### src/rtl/troc_pkg.sv
package troc_pkg;

    // Operation codes carried on the input tuser
    typedef enum logic [1:0] {
        FUNC_REGISTER   = 2'd0,
        FUNC_UNREGISTER = 2'd1,
        FUNC_CHECK      = 2'd2
    } troc_func_t;

    // Engine sequencer states
    typedef enum logic [1:0] {
        ST_IDLE,
        ST_RUN,
        ST_FIN
    } troc_state_t;

    localparam int unsigned COUNT_W = 5;
    localparam logic [COUNT_W-1:0] COUNT_MAX = 5'd31;
    localparam int unsigned LEN_W = 32;

    // Result of one request, status in the lowest bit
    typedef struct packed {
        logic [COUNT_W-1:0] match_count;
        logic               overlap;
        logic               status;
    } troc_result_t;

endpackage

### src/rtl/troc_ram.sv
module troc_ram #(
    parameter int unsigned WIDTH = 8,
    parameter int unsigned DEPTH = 16
) (
    input  logic                                       clk,
    input  logic                                       we,
    input  logic [((DEPTH > 1) ? $clog2(DEPTH) : 1)-1:0] waddr,
    input  logic [WIDTH-1:0]                           wdata,
    input  logic                                       re,
    input  logic [((DEPTH > 1) ? $clog2(DEPTH) : 1)-1:0] raddr,
    output logic [WIDTH-1:0]                           rdata
);

    logic [WIDTH-1:0] mem_array [DEPTH];
    logic [WIDTH-1:0] rdata_reg;

    // Write port
    always_ff @(posedge clk)
    begin
        if (we)
        begin
            mem_array[waddr] <= wdata;
        end
    end

    // Registered read port
    always_ff @(posedge clk)
    begin
        if (re)
        begin
            rdata_reg <= mem_array[raddr];
        end
    end

    assign rdata = rdata_reg;

endmodule

### src/rtl/troc_engine.sv
module troc_engine #(
    parameter int unsigned ENTRIES    = 16,
    parameter int unsigned ADDR_WIDTH = 32
) (
    input  logic                               clk,
    input  logic                               rst_n,
    input  logic                               req_valid,
    output logic                               req_ready,
    input  troc_pkg::troc_func_t               req_func,
    input  logic [ADDR_WIDTH-1:0]              req_addr,
    input  logic [troc_pkg::LEN_W-1:0]         req_length,
    input  logic [troc_pkg::LEN_W-1:0]         req_count,
    output logic                               res_valid,
    input  logic                               res_ready,
    output troc_pkg::troc_result_t             res
);

    localparam int unsigned IW = (ENTRIES > 1) ? $clog2(ENTRIES) : 1;
    localparam int unsigned CW = $clog2(ENTRIES + 1);
    localparam int unsigned EW = ((ADDR_WIDTH > troc_pkg::LEN_W) ?
                                  ADDR_WIDTH : troc_pkg::LEN_W) + 1;
    localparam int unsigned MW = ADDR_WIDTH + troc_pkg::LEN_W;
    localparam logic [CW-1:0] LAST_IDX = CW'(ENTRIES - 1);
    localparam logic [CW-1:0] END_CNT  = CW'(ENTRIES);

    troc_pkg::troc_state_t         state_reg, state_next;
    troc_pkg::troc_func_t          func_reg, func_next;
    logic [ADDR_WIDTH-1:0]         addr_reg, addr_next;
    logic [troc_pkg::LEN_W-1:0]    len_reg, len_next;
    logic [EW-1:0]                 wend_reg;
    logic [CW-1:0]                 cnt_reg, cnt_next;
    logic                          ev_vld_reg, ev_vld_next;
    logic [IW-1:0]                 ev_idx_reg, ev_idx_next;
    logic [troc_pkg::COUNT_W-1:0]  n_reg, n_next;
    logic                          status_reg, status_next;
    logic [ENTRIES-1:0]            valid_reg, valid_next;

    logic                          ram_we;
    logic                          ram_re;
    logic [MW-1:0]                 ram_wdata;
    logic [MW-1:0]                 ram_rdata;
    logic [IW-1:0]                 cnt_idx;

    logic [ADDR_WIDTH-1:0]         ent_start;
    logic [troc_pkg::LEN_W-1:0]    ent_size;
    logic [EW-1:0]                 ent_start_e;
    logic [EW-1:0]                 ent_end_e;
    logic [EW-1:0]                 addr_e;
    logic                          ent_hit;

    assign cnt_idx = cnt_reg[IW-1:0];

    // Start and size of every region, one entry per slot
    troc_ram #(
        .WIDTH (MW),
        .DEPTH (ENTRIES)
    ) u_region_ram (
        .clk   (clk),
        .we    (ram_we),
        .waddr (cnt_idx),
        .wdata (ram_wdata),
        .re    (ram_re),
        .raddr (cnt_idx),
        .rdata (ram_rdata)
    );

    assign ram_wdata = {len_reg, addr_reg};

    // Compare the entry read last cycle against the request
    assign ent_start   = ram_rdata[ADDR_WIDTH-1:0];
    assign ent_size    = ram_rdata[MW-1:ADDR_WIDTH];
    assign ent_start_e = {{(EW-ADDR_WIDTH){1'b0}}, ent_start};
    assign ent_end_e   = ent_start_e + {{(EW-troc_pkg::LEN_W){1'b0}}, ent_size};
    assign addr_e      = {{(EW-ADDR_WIDTH){1'b0}}, addr_reg};

    always_comb
    begin
        if (func_reg == troc_pkg::FUNC_UNREGISTER)
        begin
            ent_hit = (ent_start == addr_reg);
        end
        else
        begin
            ent_hit = !((wend_reg <= ent_start_e) || (ent_end_e <= addr_e));
        end
    end

    // Sequencer: walk the slots one per cycle
    always_comb
    begin
        state_next  = state_reg;
        func_next   = func_reg;
        addr_next   = addr_reg;
        len_next    = len_reg;
        cnt_next    = cnt_reg;
        ev_vld_next = 1'b0;
        ev_idx_next = ev_idx_reg;
        n_next      = n_reg;
        status_next = status_reg;
        valid_next  = valid_reg;
        ram_we      = 1'b0;
        ram_re      = 1'b0;
        req_ready   = 1'b0;
        res_valid   = 1'b0;

        // Count a hit from the read stage, drop the slot on unregister
        if (ev_vld_reg && valid_reg[ev_idx_reg] && ent_hit)
        begin
            if (n_reg != troc_pkg::COUNT_MAX)
            begin
                n_next = n_reg + 1'b1;
            end
            if (func_reg == troc_pkg::FUNC_UNREGISTER)
            begin
                valid_next[ev_idx_reg] = 1'b0;
            end
        end

        unique case (state_reg)
            troc_pkg::ST_IDLE:
            begin
                req_ready = 1'b1;
                if (req_valid)
                begin
                    func_next   = req_func;
                    addr_next   = req_addr;
                    cnt_next    = '0;
                    n_next      = '0;
                    status_next = 1'b0;
                    if ((req_func == troc_pkg::FUNC_CHECK) && (req_count < req_length))
                    begin
                        len_next = req_count;
                    end
                    else
                    begin
                        len_next = req_length;
                    end
                    state_next = troc_pkg::ST_RUN;
                end
            end

            troc_pkg::ST_RUN:
            begin
                unique case (func_reg)
                    troc_pkg::FUNC_REGISTER:
                    begin
                        if (!valid_reg[cnt_idx])
                        begin
                            ram_we              = 1'b1;
                            valid_next[cnt_idx] = 1'b1;
                            state_next          = troc_pkg::ST_FIN;
                        end
                        else if (cnt_reg == LAST_IDX)
                        begin
                            status_next = 1'b1;
                            state_next  = troc_pkg::ST_FIN;
                        end
                        else
                        begin
                            cnt_next = cnt_reg + 1'b1;
                        end
                    end

                    troc_pkg::FUNC_UNREGISTER,
                    troc_pkg::FUNC_CHECK:
                    begin
                        if (cnt_reg != END_CNT)
                        begin
                            ram_re      = 1'b1;
                            ev_vld_next = 1'b1;
                            ev_idx_next = cnt_idx;
                            cnt_next    = cnt_reg + 1'b1;
                        end
                        else if (!ev_vld_reg)
                        begin
                            state_next = troc_pkg::ST_FIN;
                        end
                    end

                    default:
                    begin
                        state_next = troc_pkg::ST_FIN;
                    end
                endcase
            end

            troc_pkg::ST_FIN:
            begin
                res_valid = 1'b1;
                if (res_ready)
                begin
                    state_next = troc_pkg::ST_IDLE;
                end
            end

            default:
            begin
                state_next = troc_pkg::ST_IDLE;
            end
        endcase
    end

    // Assemble the result
    always_comb
    begin
        res.status      = status_reg;
        res.overlap     = (func_reg == troc_pkg::FUNC_CHECK) && (n_reg != '0);
        res.match_count = n_reg;
    end

    // Control state
    always_ff @(posedge clk or negedge rst_n)
    begin
        if (!rst_n)
        begin
            state_reg  <= troc_pkg::ST_IDLE;
            ev_vld_reg <= 1'b0;
            valid_reg  <= '0;
        end
        else
        begin
            state_reg  <= state_next;
            ev_vld_reg <= ev_vld_next;
            valid_reg  <= valid_next;
        end
    end

    // Request payload and counters
    always_ff @(posedge clk)
    begin
        func_reg   <= func_next;
        addr_reg   <= addr_next;
        len_reg    <= len_next;
        cnt_reg    <= cnt_next;
        ev_idx_reg <= ev_idx_next;
        n_reg      <= n_next;
        status_reg <= status_next;
        wend_reg   <= addr_e + {{(EW-troc_pkg::LEN_W){1'b0}}, len_reg};
    end

endmodule

### src/rtl/tracked_region_overlap_checker_unit.sv
// A register request walks the slots up to the first free one; unregister and check walk every
// slot; one request is in the engine at a time, and a new one is taken only once the last result
// has gone to the output register. The request rate is set by the walk over the region memory
// (one slot read per cycle, data the cycle after the read).
// Reset (rst_n, asynchronous, active low) empties the table and drops any pending result;
// region memory contents are not cleared.
module tracked_region_overlap_checker_unit #(
    parameter int unsigned ENTRIES    = 16,
    parameter int unsigned ADDR_WIDTH = 32
) (
    input  logic         clk,
    input  logic         rst_n,
    input  logic         s_axis_tvalid,
    output logic         s_axis_tready,
    input  logic [95:0]  s_axis_tdata,  // addr[31:0], length[63:32], count[95:64]
    input  logic [1:0]   s_axis_tuser,  // func[1:0]
    output logic         m_axis_tvalid,
    input  logic         m_axis_tready,
    output logic [7:0]   m_axis_tdata   // status[0], overlap[1], match_count[6:2], zero pad
);

    logic [31:0]                  in_addr;
    logic [ADDR_WIDTH-1:0]        eng_addr;
    logic                         res_valid;
    logic                         res_ready;
    troc_pkg::troc_result_t       res;
    logic                         out_valid_reg, out_valid_next;
    troc_pkg::troc_result_t       out_data_reg, out_data_next;

    assign in_addr = s_axis_tdata[31:0];

    // Fit the 32-bit address to the table's address width
    generate
        if (ADDR_WIDTH > 32)
        begin : g_addr_wide
            assign eng_addr = {{(ADDR_WIDTH-32){1'b0}}, in_addr};
        end
        else if (ADDR_WIDTH == 32)
        begin : g_addr_same
            assign eng_addr = in_addr;
        end
        else
        begin : g_addr_narrow
            assign eng_addr = in_addr[ADDR_WIDTH-1:0];
        end
    endgenerate

    troc_engine #(
        .ENTRIES    (ENTRIES),
        .ADDR_WIDTH (ADDR_WIDTH)
    ) u_engine (
        .clk        (clk),
        .rst_n      (rst_n),
        .req_valid  (s_axis_tvalid),
        .req_ready  (s_axis_tready),
        .req_func   (troc_pkg::troc_func_t'(s_axis_tuser)),
        .req_addr   (eng_addr),
        .req_length (s_axis_tdata[63:32]),
        .req_count  (s_axis_tdata[95:64]),
        .res_valid  (res_valid),
        .res_ready  (res_ready),
        .res        (res)
    );

    // Output register: load when empty or being drained
    assign res_ready = !out_valid_reg || m_axis_tready;

    always_comb
    begin
        out_valid_next = out_valid_reg;
        out_data_next  = out_data_reg;
        if (res_valid && res_ready)
        begin
            out_valid_next = 1'b1;
            out_data_next  = res;
        end
        else if (m_axis_tready)
        begin
            out_valid_next = 1'b0;
        end
    end

    always_ff @(posedge clk or negedge rst_n)
    begin
        if (!rst_n)
        begin
            out_valid_reg <= 1'b0;
        end
        else
        begin
            out_valid_reg <= out_valid_next;
        end
    end

    always_ff @(posedge clk)
    begin
        out_data_reg <= out_data_next;
    end

    assign m_axis_tvalid = out_valid_reg;
    assign m_axis_tdata  = {1'b0, out_data_reg};

endmodule

### config.mk
export PLATFORM = sky130hd
export DESIGN_NAME = tracked_region_overlap_checker_unit
export DESIGN_NICKNAME = d
export VERILOG_FILES = /design/src/rtl/troc_pkg.sv /design/src/rtl/troc_ram.sv /design/src/rtl/troc_engine.sv /design/src/rtl/tracked_region_overlap_checker_unit.sv
export SDC_FILE = /design/constraint.sdc
export NUM_CORES = 1
export LEC_CHECK = 0
export ABC_CLOCK_PERIOD_IN_PS = 5200
export BUFFER_PORTS_ARGS = -buffer_cell sky130_fd_sc_hd__buf_2
export CAP_MARGIN = 10
export CORE_ASPECT_RATIO = 1.5
export CORE_UTILIZATION = 47
export CTS_BUF_LIST = sky130_fd_sc_hd__clkbuf_2 sky130_fd_sc_hd__clkbuf_4 sky130_fd_sc_hd__clkbuf_8
export DETAILED_ROUTE_END_ITERATION = 8
export HOLD_SLACK_MARGIN = 0.08
export MAX_ROUTING_LAYER = met4
export PLACE_DENSITY = 0.73
export RECOVER_POWER = 50
export SLEW_MARGIN = 20
export SYNTH_ARGS = -nofsm -noshare
export SYNTH_HDL_FRONTEND = slang
export SYNTH_SLANG_ARGS = --single-unit
### constraint.sdc
create_clock -name clk -period 5.2 [get_ports clk]
set_input_delay 0.52 -clock clk [delete_from_list [all_inputs] [get_ports clk]]
set_output_delay 0.52 -clock clk [all_outputs]
set_load 0.02 [all_outputs]
; Word level (Yosys, flattened, before mapping)
; Memory sizes are Yosys's and may differ from the RTL's. A register that Yosys moved wholly into a read port is not among the register bits.
; Cells that the tools add are included.
[word_totals]
register_bits = 141
ramBits = 1024
input_bits = 102
output_inout_bits = 10
word_cells = 123
memories = 1
[op_classes]
add_sub_neg = 4
magnitude_cmp = 7
eq_ne = 21
muxes = 50
bitwise = 3
reduce_logical = 22
[memory_table]
columns = memory, depth, word_bits, read_ports, rd_clocked_by_memory_dff, write_ports, line_no
row1 = u_engine.u_region_ram.mem_array, 16, 64, 1, 1, 1, troc_ram.sv:14  ; logic [WIDTH-1:0] mem_array [DEPTH];
[ops]
columns = cell, n
row1 = 16-bit 2-to-1 mux, 5
row2 = 32-bit by 32-bit adder with 33-bit output, 2
row3 = 33-bit by 32-bit less-or-equal comparator with 1-bit output, 2
row4 = 5-bit 2-to-1 mux, 8
row5 = 32-bit equality test, 1
row6 = 32-bit less-than comparator, 1
row7 = 32-bit 2-to-1 mux, 1
row8 = 1-bit 2-to-1 mux, 21
row9 = 5-bit case mux with 2 select lines, 2
row10 = 16-bit AND, 1
row11 = 16-bit inverter, 1
row12 = 16-bit OR, 1
row13 = 2-bit 2-to-1 mux, 6
row14 = "5-bit by 1-bit adder with 5-bit output, second input constant", 2
row15 = "4-bit by 5-bit less-than comparator with 1-bit output, second input constant", 2
row16 = "5-bit != test, second input constant", 2
row17 = 5-bit AND reduction, 2
row18 = "3-bit by 2-bit != test with 1-bit output, second input constant", 3
row19 = "3-bit != test, second input constant", 3
row20 = 1-bit binary-select mux with 4-bit select, 2
row21 = 1-bit demux with 4-bit select, 2
row22 = "4-bit by 1-bit >= comparator with 1-bit output, second input constant", 2
row23 = 1-bit logical AND, 7
row24 = "2-bit equality test, second input constant", 3
row25 = 17 further kinds, 25

; Longest topological paths before layout
[depth]
word_depth = 12
ltp_mapped = 20
ltp_nobuf = 20

; Modules after synthesis
; Synthesis repeated with hierarchy kept, for this count alone.
[unflattened]
hier_cells = 2732
hier_area_um2 = 51171.6
[modules_own_cells]
columns = mod, n_inst, cells_per_inst, area_per_inst_um2
row1 = troc_ram, 1, 1647, 40222.3
row2 = troc_engine, 1, 1072, 10674.0
row3 = tracked_region_overlap_checker_unit, 1, 13, 275.3

; Worst setup path after synthesis
; OpenSTA, ideal clock, no wires.
[synth_path]
kind = register to register
startpoint = register u_engine.cnt_reg[0]
endpoint = memory u_engine.u_region_ram.mem_array[4][0] in the netlist's numbering, enable pin
arrival_ns = 4.904
required_time_ns = 4.713
slack_ns = -0.190
path_stages_with_launch = 7
path_buffers = 1
synth_period_minus_slack_ns = 5.390
path_cell_list = edfxtp_1 > buf_1 > mux4_2 > mux4_2 > nor2_1 > nand2_1 > nor2_1
[synth_via]
elab_chain_len = 7
[synth_rtl]
columns = element, line_no
row1 = start: declaration, troc_engine.sv:31  ; logic [CW-1:0] cnt_reg, cnt_next;
row2 = start signal: assignment, troc_engine.sv:234  ; cnt_reg <= cnt_next;
row3 = 1-bit binary-select mux with 4-bit select, troc_engine.sv:147  ; if (!valid_reg[cnt_idx])
row4 = 1-bit 2-to-1 mux (implied by the code), troc_engine.sv:147
row5 = 1-bit 2-to-1 mux, troc_engine.sv:147
row6 = 1-bit 2-to-1 mux, troc_engine.sv:144  ; unique case (func_reg)
row7 = 1-bit 2-to-1 mux, troc_engine.sv:119  ; unique case (state_reg)
row8 = 1-bit 2-to-1 mux, troc_ram.sv:20  ; if (we)
row9 = 1-bit 2-to-1 mux (implied by the code), troc_ram.sv:22  ; mem_array[waddr] <= wdata;
row10 = end: declaration, troc_ram.sv:14
; Several ways; a longest one is shown, not always the timed one. The select of a mux whose other input is x is not followed.

; Worst setup path after layout
[layout_path]
startpoint = register u_engine.u_region_ram.rdata_reg[4] (netlist: u_engine.u_region_ram.rdata[4]), read port of u_engine.u_region_ram.mem_array
endpoint = register u_engine.n_reg[3] in the netlist's numbering
[layout_via]
elab_chain_len = 9
[layout_rtl]
columns = element, line_no
row1 = start: declaration, troc_ram.sv:15  ; logic [WIDTH-1:0] rdata_reg;
row2 = 32-bit by 32-bit adder with 33-bit output, troc_engine.sv:73  ; assign ent_end_e = ent_start_e + {{(EW-troc_pkg::LEN_W){1'b0}}, ent_size};
row3 = 33-bit by 32-bit less-or-equal comparator with 1-bit output, troc_engine.sv:84  ; ent_hit = !((wend_reg <= ent_start_e) || (ent_end_e <= addr_e));
row4 = 1-bit logical OR, troc_engine.sv:84
row5 = 1-bit logical NOT, troc_engine.sv:84
row6 = 1-bit 2-to-1 mux *, troc_engine.sv:78  ; if (func_reg == troc_pkg::FUNC_UNREGISTER)
row7 = 1-bit logical AND *, troc_engine.sv:107  ; if (ev_vld_reg && valid_reg[ev_idx_reg] && ent_hit)
row8 = 5-bit 2-to-1 mux *, troc_engine.sv:107
row9 = 5-bit 2-to-1 mux, troc_engine.sv:123  ; if (req_valid)
row10 = 5-bit 2-to-1 mux *, troc_engine.sv:119
row11 = "named net u_engine.n_next, one bit", troc_engine.sv:34  ; logic [troc_pkg::COUNT_W-1:0] n_reg, n_next;
row12 = end signal: assignment, troc_engine.sv:236  ; n_reg <= n_next;
row13 = end: declaration, troc_engine.sv:34
; The timed path passes the listed nets; every way through them passes the cells marked *.
; A chain may end at the register's enable or synchronous reset.

==> out/qor.txt <==
Port bufs - 110
Worst Skew - 0.0315 ns
Max reg flops - 1,024
Final Core Density - 0.539
Final HPWL DP - 79,100 um
Maxcap violations - 4
Final Wtd Congestion - 0.983
Hold worst-path end - u_engine.addr_reg[25]$_DFFE_PP_
Clock Tree Buf Depth - 3
DRT iter0 DRCs - 2,538
Pwr Total - 0.0307 W
Layout cells sized above 1 - 0.252
Avg Cell Area, Syn - 19.4 um2
Layout Nets - 3,288
RR Endpoint - u_engine.n_reg[3]$_DFF_P_
Peak supply drop - 0.386 mV
Outcome - finished with violations
GRT Max-Usage Layer - met2
Core Area - 108,000 um2
First-pass GRT wire length - 187,000 um
Met3 track demand over resource - 0.0351
Final Max Slew Viols - 152
CP Launch Point - u_engine.u_region_ram.rdata[4]$_DFFE_PP_
Total congestion overflow - 0
GRT Resource Usage Total - 0.245
Netlist Area Pre-Place - 51,300 um2
Vias in the first global route - 28,200
Reg clk slew, reported paths - 0.07 ns
Async SR Flop Fraction - 0.0163
Pleak - 19.9 nW
M1 GR Usage - 0.295
Io pins - 112
Die Span Y - 406 um
CP Data Required Time - 5.98 ns
Measured slew at the worst slew-check pin - 3.10 ns
Syn nets - 2,918
#FFs+latches synth - 1,229
H-tree Lvls - 4
CTS tree - done
Worst slew margin - -1.07
Crit share post-route - 0.944
Area Overhead vs Synth - 13.9%
Wire per inst - 28.2 um
Initial Utilization - 0.473
Die X-Extent - 272 um
Min-delay src - s_axis_tdata[25]
Largest cells by area after synthesis - edfxtp_1 (69%), mux4_2 (14%), ha_1 (4.1%)
Top cell type's share of synthesized area - 0.686
Critical path class - flip-flop to flip-flop
Syn Inst Count - 2,645
Antenna-violating nets left - 0
Area after DPL - 54,000 um2
Clock sinks - 1,229
CP Capture Type - flip-flop
Area leader, netlist - edfxtp_1
Hold depth - 2
Detailed Route WL - 129,000 um
Tightest Hold Check Type - primary input to flip-flop
# setup viols final - 0
F_max - 0.204 GHz
Seq/Total Area, Yosys - 0.711
Synth top cells by count - edfxtp_1 (1,171), mux4_2 (330), ha_1 (169)
Largest net degree at the start of global routing - 125
R2R Setup Slk - 0.29 ns
# DRC - 0
Min Tclk post-route - 4.91 ns
YS warnings - 0
Pwr Density - 525 nW/um2
Failing checks - capacitance limit, slew limit
RSZ-0062 raised after global routing - false
CTS root buffer - clkbuf_8
Die area - 110,000 um2
Critical Path Fanout Max - 9
FP Rows - 148
EDFF count, synth - 1,171
Origin of the critical flop-to-flop path - u_engine.u_region_ram.rdata[4]$_DFFE_PP_
Unique cell type count in the Yosys netlist - 69
Primary FF master, synth - edfxtp_1
Most frequent cell after synthesis - edfxtp_1
Initial antenna violation count - 2
Total number of vias - 27,200
Hold Fails Final Rpt - 0
Final Instance Area - 58,400 um2
Worst R2R Path Depth - 18
Cts bufs inserted - 171
Skew-Pair Late Insertion Delay - 0.88 ns
Post-CTS Repair Setup Buffers - 0
Crit path launch type - flip-flop
Drt via density - 5.93
CP arrival - 5.68 ns
First drt pass iteration count - 7
Met2 Track Usage GR - 0.420
Setup TNS Final - 0 ns
==> worst max-delay path: stages (launching register included) <==
cell	delay, ns
edfxtp_1	0.44
ha_1	0.39
a21oi_1	0.36
nand2_1	0.09
o21ai_0	0.36
a21o_1	0.26
a31oi_1	0.15
or4_1	0.54
and3_1	0.17
xor2_1	0.14
ha_1	0.29
nand4_1	0.15
nor4_1	0.40
and3_1	0.21
a31oi_1	0.04
o21ai_0	0.15
nand3_2	0.24
and3_1	0.22
a31o_2	0.21
==> what timing repair did <==
item,4_1_cts,5_1_grt
endpoints found under the hold margin,90,0
gates resized for setup,0,2
setup endpoints to repair,0,5
hold buffers,101,0
==> cells by family after synthesis <==
kind of cell,synth area share
muxes,0.152
buffers and inverters,0.0159
other,0.0000732
adders and majority gates,0.0420
and+or+nand+nor,0.0280
AOI/OAI and AO/OA,0.0366
DFF,0.711
xor gates and xnor gates,0.0145
==> how the worst max path moves through the flow <==
| stage | end | slack (ns) |
|---|---|---|
| floorplan | u_engine.u_region_ram.mem_array[4][0]$_DFFE_PP_ | -0.19 |
| global placement | u_engine.n_reg[1]$_DFF_P_ | 0.29 |
| detailed placement | u_engine.n_reg[3]$_DFF_P_ | 0.22 |
| CTS | u_engine.n_reg[3]$_DFF_P_ | 0.19 |
| global route | u_engine.n_reg[3]$_DFF_P_ | 0.004 |
| finish | u_engine.n_reg[3]$_DFF_P_ | 0.29 |
==> layout by cell type (no fill, tap or decap), types with 10 or more instances in the layout <==
cell	synthesis	layout
buf_4	1	41
mux2_2	32	32
clkbuf_4	0	47
o21a_1	10	10
a21o_1	56	56
xnor2_1	41	41
nor2_1	79	63
clkbuf_8	0	175
nand4_1	25	25
nor4_1	10	10
xor2_1	44	44
inv_1	130	128
nor3_1	17	17
mux4_2	330	330
dfrtp_1	20	20
and3_1	14	14
buf_2	2	88
nand2_1	64	64
nand3_1	30	29
a21oi_1	83	83
ha_1	169	169
a211oi_1	10	10
edfxtp_1	1171	1171
o21ai_0	56	57
nand2b_1	11	11
o211ai_1	12	12
nor2_4	0	16
clkinv_2	0	17
clkbuf_1	56	45
dfxtp_1	38	38
clkinv_1	0	45
dlygate4sd3_1	0	101
a31oi_1	10	10
==> per-stage QoR <==
stage | hold slack, ns | instances | setup slack, ns
3_5_place_dp | 0.453 | 4165 | 0.222
2_1_floorplan | 0.224 | 2645 | -0.190
5_1_grt | 0.325 | 4581 | 0.00379
6_report | 0.350 | 4582 | 0.291
3_3_place_gp | 0.436 | 4165 | 0.290
4_1_cts | 0.0988 | 4578 | 0.191
==> layer usage <==
metal / up-vias / part of all wire
met5: - / 0
met4: 0 / 0.033
met3: 244 / 0.058
met2: 1171 / 0.53
met1: 14200 / 0.38
li1: 11600 / -
==> report_power, final <==
| group | internal, W | switching (W) |
|---|---|---|
| clock | 0.00397 | 0.00366 |
| sequential | 0.0122 | 0.000818 |
| combinational | 0.00451 | 0.00553 |
| total | 0.0207 | 0.0100 |
==> area by class of cell <==
type / count / area [um2]
antenna: 3 / 7.51
fill: 8280 / 49900
clock inverter: 90 / 716
clock buffer: 222 / 2760
sequential: 1229 / 36400
multi-input combinational: 1200 / 14200
inverter: 130 / 492
tap: 1425 / 1780
timing repair buffer: 283 / 2070
Power figures use the tool's default switching activity.
